## config.mk

```make
export PLATFORM = sky130hd
export DESIGN_NAME = mcfd_cfg_regs
export DESIGN_NICKNAME = d
export VERILOG_FILES = /design/src/rtl/mcfd_pkg.sv /design/src/rtl/mcfd_cfg_regs.sv
export SDC_FILE = /design/constraint.sdc
export NUM_CORES = 1
export LEC_CHECK = 0
export BUFFER_PORTS_ARGS = -buffer_cell sky130_fd_sc_hd__buf_2
export CAP_MARGIN = 30
export CORE_ASPECT_RATIO = 1.2
export CORE_MARGIN = 2
export CORE_UTILIZATION = 44
export CTS_CLUSTER_DIAMETER = 60
export DETAILED_ROUTE_END_ITERATION = 8
export PLACE_DENSITY_LB_ADDON = 0.05
export SLEW_MARGIN = 10
export SYNTH_ARGS = -nofsm -noshare
export SYNTH_HDL_FRONTEND = slang
export SYNTH_SLANG_ARGS = --single-unit
export TNS_END_PERCENT = 100
```

## constraint.sdc

```tcl
create_clock -name clk -period 2.85 [get_ports clk]
set_clock_uncertainty 0.2 [all_clocks]
set_input_delay 0.57 -clock clk [delete_from_list [all_inputs] [get_ports clk]]
set_output_delay 0.57 -clock clk [all_outputs]
set_load 0.03 [all_outputs]
```

## src/rtl/mcfd_pkg.sv

```systemverilog
`default_nettype none

package mcfd_pkg;

    localparam int ADDR_W = 4;
    localparam int DATA_W = 32;

    typedef struct packed {
        logic [7:0] rx_byte;
    } rx_word_t;

    typedef struct packed {
        logic [1:0] frame_status;
        logic [9:0] drive_level_out;
        logic       over_limit;
        logic       left_fwd;
        logic       left_rev;
        logic       right_fwd;
        logic       right_rev;
    } res_word_t;

    typedef struct packed {
        logic [7:0] header_byte;
        logic [7:0] speed_scale;
        logic [9:0] level_limit;
    } cfg_t;

    localparam logic [1:0] REG_HEADER = 2'd0;
    localparam logic [1:0] REG_SCALE  = 2'd1;
    localparam logic [1:0] REG_LIMIT  = 2'd2;

    localparam logic [7:0] HEADER_RESET = 8'h53;
    localparam logic [7:0] SCALE_RESET  = 8'd100;
    localparam logic [9:0] LIMIT_RESET  = 10'd800;

    localparam logic [1:0] STATUS_OK       = 2'd0;
    localparam logic [1:0] STATUS_CHECKSUM = 2'd1;
    localparam logic [1:0] STATUS_UNKNOWN  = 2'd2;

    localparam logic [7:0] CMD_GO      = 8'h67;
    localparam logic [7:0] CMD_FORWARD = 8'h66;
    localparam logic [7:0] CMD_LEFT    = 8'h6C;
    localparam logic [7:0] CMD_RIGHT   = 8'h72;
    localparam logic [7:0] CMD_BACK    = 8'h62;
    localparam logic [7:0] CMD_STOP    = 8'h73;

    // bit 0 left_fwd, bit 1 left_rev, bit 2 right_fwd, bit 3 right_rev
    localparam logic [3:0] LINES_FORWARD = 4'b0101;
    localparam logic [3:0] LINES_LEFT    = 4'b0100;
    localparam logic [3:0] LINES_RIGHT   = 4'b0001;
    localparam logic [3:0] LINES_BACK    = 4'b1010;
    localparam logic [3:0] LINES_STOP    = 4'b0000;

endpackage

`default_nettype wire

```

## src/rtl/mcfd_cfg_regs.sv

```systemverilog
`default_nettype none

module mcfd_cfg_regs
    import mcfd_pkg::*;
(
    input  wire logic              clk,
    input  wire logic              rst_n,
    input  wire logic              psel,
    input  wire logic              penable,
    input  wire logic              pwrite,
    input  wire logic [ADDR_W-1:0] paddr,
    input  wire logic [DATA_W-1:0] pwdata,
    output logic      [DATA_W-1:0] prdata,
    output logic                   pready,
    output cfg_t                   cfg
);

    logic [7:0] header_reg;
    logic [7:0] scale_reg;
    logic [9:0] limit_reg;
    logic       wr_en;
    logic [1:0] reg_idx;

    assign pready  = 1'b1;
    assign wr_en   = psel && penable && pwrite;
    assign reg_idx = paddr[3:2];

    always_ff @(posedge clk or negedge rst_n)
    begin
        if (!rst_n)
        begin
            header_reg <= HEADER_RESET;
            scale_reg  <= SCALE_RESET;
            limit_reg  <= LIMIT_RESET;
        end
        else if (wr_en)
        begin
            case (reg_idx)
                REG_HEADER: header_reg <= pwdata[7:0];
                REG_SCALE:  scale_reg  <= pwdata[7:0];
                REG_LIMIT:  limit_reg  <= pwdata[9:0];
                default:    ;
            endcase
        end
    end

    always_comb
    begin
        case (reg_idx)
            REG_HEADER: prdata = {{(DATA_W-8){1'b0}}, header_reg};
            REG_SCALE:  prdata = {{(DATA_W-8){1'b0}}, scale_reg};
            REG_LIMIT:  prdata = {{(DATA_W-10){1'b0}}, limit_reg};
            default:    prdata = '0;
        endcase
    end

    assign cfg.header_byte = header_reg;
    assign cfg.speed_scale = scale_reg;
    assign cfg.level_limit = limit_reg;

endmodule

`default_nettype wire

```

==> results.sh <==
export IMPL_status="completed"
export IMPL_synthCells=113
export IMPL_ys_top_cells_by_area="dfrtp_1, dfstp_2, mux2_2"
export IMPL_grt_pass1_vias=894
export IMPL_grtUsageTotal=0.150
export IMPL_drc=0
export IMPL_cp_common_cell="buf_2"
export IMPL_clkLatencyLatePin_ps=300
export IMPL_post_route_period_util=0.807
export IMPL_cts_buffers=3
export IMPL_wire_per_inst_um=13.7
export IMPL_yosys_warnings=0
export IMPL_route_met3_wl_um=145
export IMPL_rsz0062_at_grt="no"
export IMPL_clk_pin_slew_ps=130
export IMPL_grt_pass1_wl_um=4260
export IMPL_synth_most_common_cell="buf_4"
export IMPL_vias=937
export IMPL_synthTopCellsByCount="buf_4, mux2_2, dfrtp_1, dfstp_2"
export IMPL_power_switching_share=0.424
export IMPL_largest_register_ffs=10
export IMPL_antenna_cells=0
export IMPL_first_pass_iters=4
export IMPL_yosysTopAreaCellShare=0.285
export IMPL_cts_tree="built"
export IMPL_p_switching_uw=527
export IMPL_fillCellCount=284
export IMPL_cts_buffer_depth=2
export IMPL_pwr_share_clk=0.123
export IMPL_ys_types=19
export IMPL_routed_wl_um=2770
export IMPL_area_growth_pct=17.4
export IMPL_reg2regPathDepth=1
export IMPL_clockRootBuffer="clkbuf_4"
export IMPL_postCtsHoldBufs=0
export IMPL_final_hold_violation_count=0
export IMPL_hp_class="in -> async"
export IMPL_h_tree_depth=1
export IMPL_synthFlopType="dfrtp_1"
export IMPL_slew_headroom=0.631
export IMPL_antenna_found_initial=0
export IMPL_cts_resized=0
export IMPL_ir_drop_mv=0.387
export IMPL_regToRegStartpoint="scale_reg[7]"
export IMPL_p_total_uw=1240
export IMPL_max_cap_violations=0
export IMPL_cp_max_fo=14
export IMPL_rows=22
export IMPL_end_kind="output pin"
export IMPL_setup_tns_ps=0
export IMPL_core_area_um2=3060
export IMPL_ys_ff_latch=26
export IMPL_dp_hpwl_um=2070
export IMPL_r2r_slack_ps=1860
export IMPL_cts_setup_buffers=0
export IMPL_path_cells="buf_2 > nor2b_1 > buf_4 > nand2_1 > o21ai_0 > buf_2"
export IMPL_hold_slack_ps=31.0
export IMPL_dr_wl_met2_um=1460
export IMPL_p_leak_uw=0.000876
export IMPL_period_needed_ps=2300
export IMPL_fmax_mhz=435
export IMPL_critPathKind="in -> out"
export IMPL_cts_num_sinks=26
export IMPL_gp_congestion=0.738
export IMPL_yosysSeqAreaShare=0.472
export IMPL_dr_first_iter_drc_count=23
export IMPL_required_ps=2080
export IMPL_grt_max_degree=27
export IMPL_critPathMaxStageDelay_ps=250
export IMPL_die_area_um2=3660
export IMPL_io_pins=100
export IMPL_initial_core_util=0.460
export IMPL_seqPwrFrac=0.436
export IMPL_die_h_um=65.9
export IMPL_netlist_area_um2=1410
export IMPL_power_density_nw_per_um2=754
export IMPL_drtAntennaViolNets=0
export IMPL_drive_gt1_frac=0.590
export IMPL_highest_layer="met4"
export IMPL_vias_per_cell=4.64
export IMPL_crit_path_top_delay_cell="buf_2"
export IMPL_combPwrFrac=0.441
export IMPL_setup_viol=0
export IMPL_port_buffer_count=52
export IMPL_syn_area_per_cell_um2=12.4
export IMPL_cp_start_kind="input pin"
export IMPL_rr_endpoint="scale_reg[7]"
export IMPL_grt_overflow_total=0
export IMPL_tightest_slew_ps=554
export IMPL_chipWidth_um=55.6
export IMPL_finalMaxSlewViolations=0
export IMPL_synth_top_cell_by_area="dfrtp_1"
export IMPL_met1_length_um=1150
export IMPL_p_int_uw=717
export IMPL_synth_edf_count=0
export IMPL_finalNetCount=208
export IMPL_crit_arrival_ps=1530
export IMPL_async_flop_share=1.00
[worst max-delay path: cells and delay by family]
| kind | cells | cell delay [ps] |
|---|---|---|
| buffers and inverters | 3 | 650 |
| and+or+nand+nor | 2 | 230 |
| AOI/OAI and AO/OA | 1 | 70 |
[power by group through the flow]
| stage | clock (uW) | combinational, uW | sequential, uW |
|---|---|---|---|
| 5_1_grt | 182 | 582 | 558 |
| 3_3_place_gp | 0 | 550 | 543 |
| 3_5_place_dp | 0 | 555 | 551 |
| 6_report | 153 | 549 | 543 |
| 4_1_cts | 160 | 555 | 545 |
| 2_1_floorplan | 0 | 248 | 721 |
[worst max path at each step]
| stage | startpoint | endpoint | slack, ps |
|---|---|---|---|
| floorplan | paddr[3] | prdata[0] | 500 |
| global placement | paddr[2] | prdata[1] | 540 |
| detailed placement | paddr[2] | prdata[1] | 540 |
| CTS | paddr[2] | prdata[1] | 530 |
| global route | paddr[2] | prdata[5] | 450 |
| finish | paddr[2] | prdata[4] | 550 |
[cell families (layout without fill, tap and decap cells)]
| kind of cell | after synthesis | in the layout | synth area share |
|---|---|---|---|
| multiplexers | 34 | 34 | 0.287 |
| flip-flops | 26 | 26 | 0.472 |
| AND/OR/NAND/NOR | 15 | 15 | 0.0641 |
| other | 2 | 23 | 0.00534 |
| AO/OA/AOI/OAI | 8 | 8 | 0.0285 |
| buffers and inverters | 28 | 60 | 0.143 |
[cell type report]
type / count / area, um2 / share of cell area
Clock buffer: 4 / 26.3 / 0.0159
Multi-Input combinational cell: 80 / 624 / 0.379
Timing Repair Buffer: 56 / 290 / 0.176
Tap cell: 36 / 45.0 / 0.0273
Sequential cell: 26 / 663 / 0.402
[layout by cell type, fill, tap and decap left out, types with 4 or more instances in the layout]
master   synthesis  layout
mux2_2          18      18
dfrtp_1         16      16
mux2i_1          8       8
nand2_1          8       8
buf_2            2      52
dfstp_2         10      10
conb_1           2      23
mux2_4           8       8
buf_4           23       4
o21ai_0          8       8
[routing by layer]
metal	GRT usage	up-vias
li1	-	445
met1	0.190	454
met2	0.265	36
met3	0.0235	2
met4	0.0457	0
met5	0	-
[stage by stage]
step           worst slack, ps   util  cells  instance area (um2)
2_1_floorplan              503      -    134                 1480
3_3_place_gp               542  0.531    198                 1620
3_5_place_dp               542  0.531    198                 1620
4_1_cts                    535  0.540    202                 1650
5_1_grt                    449  0.540    202                 1650
6_report                   549  0.540    202                 1650
Note: power is estimated with default switching activity, not from simulation.
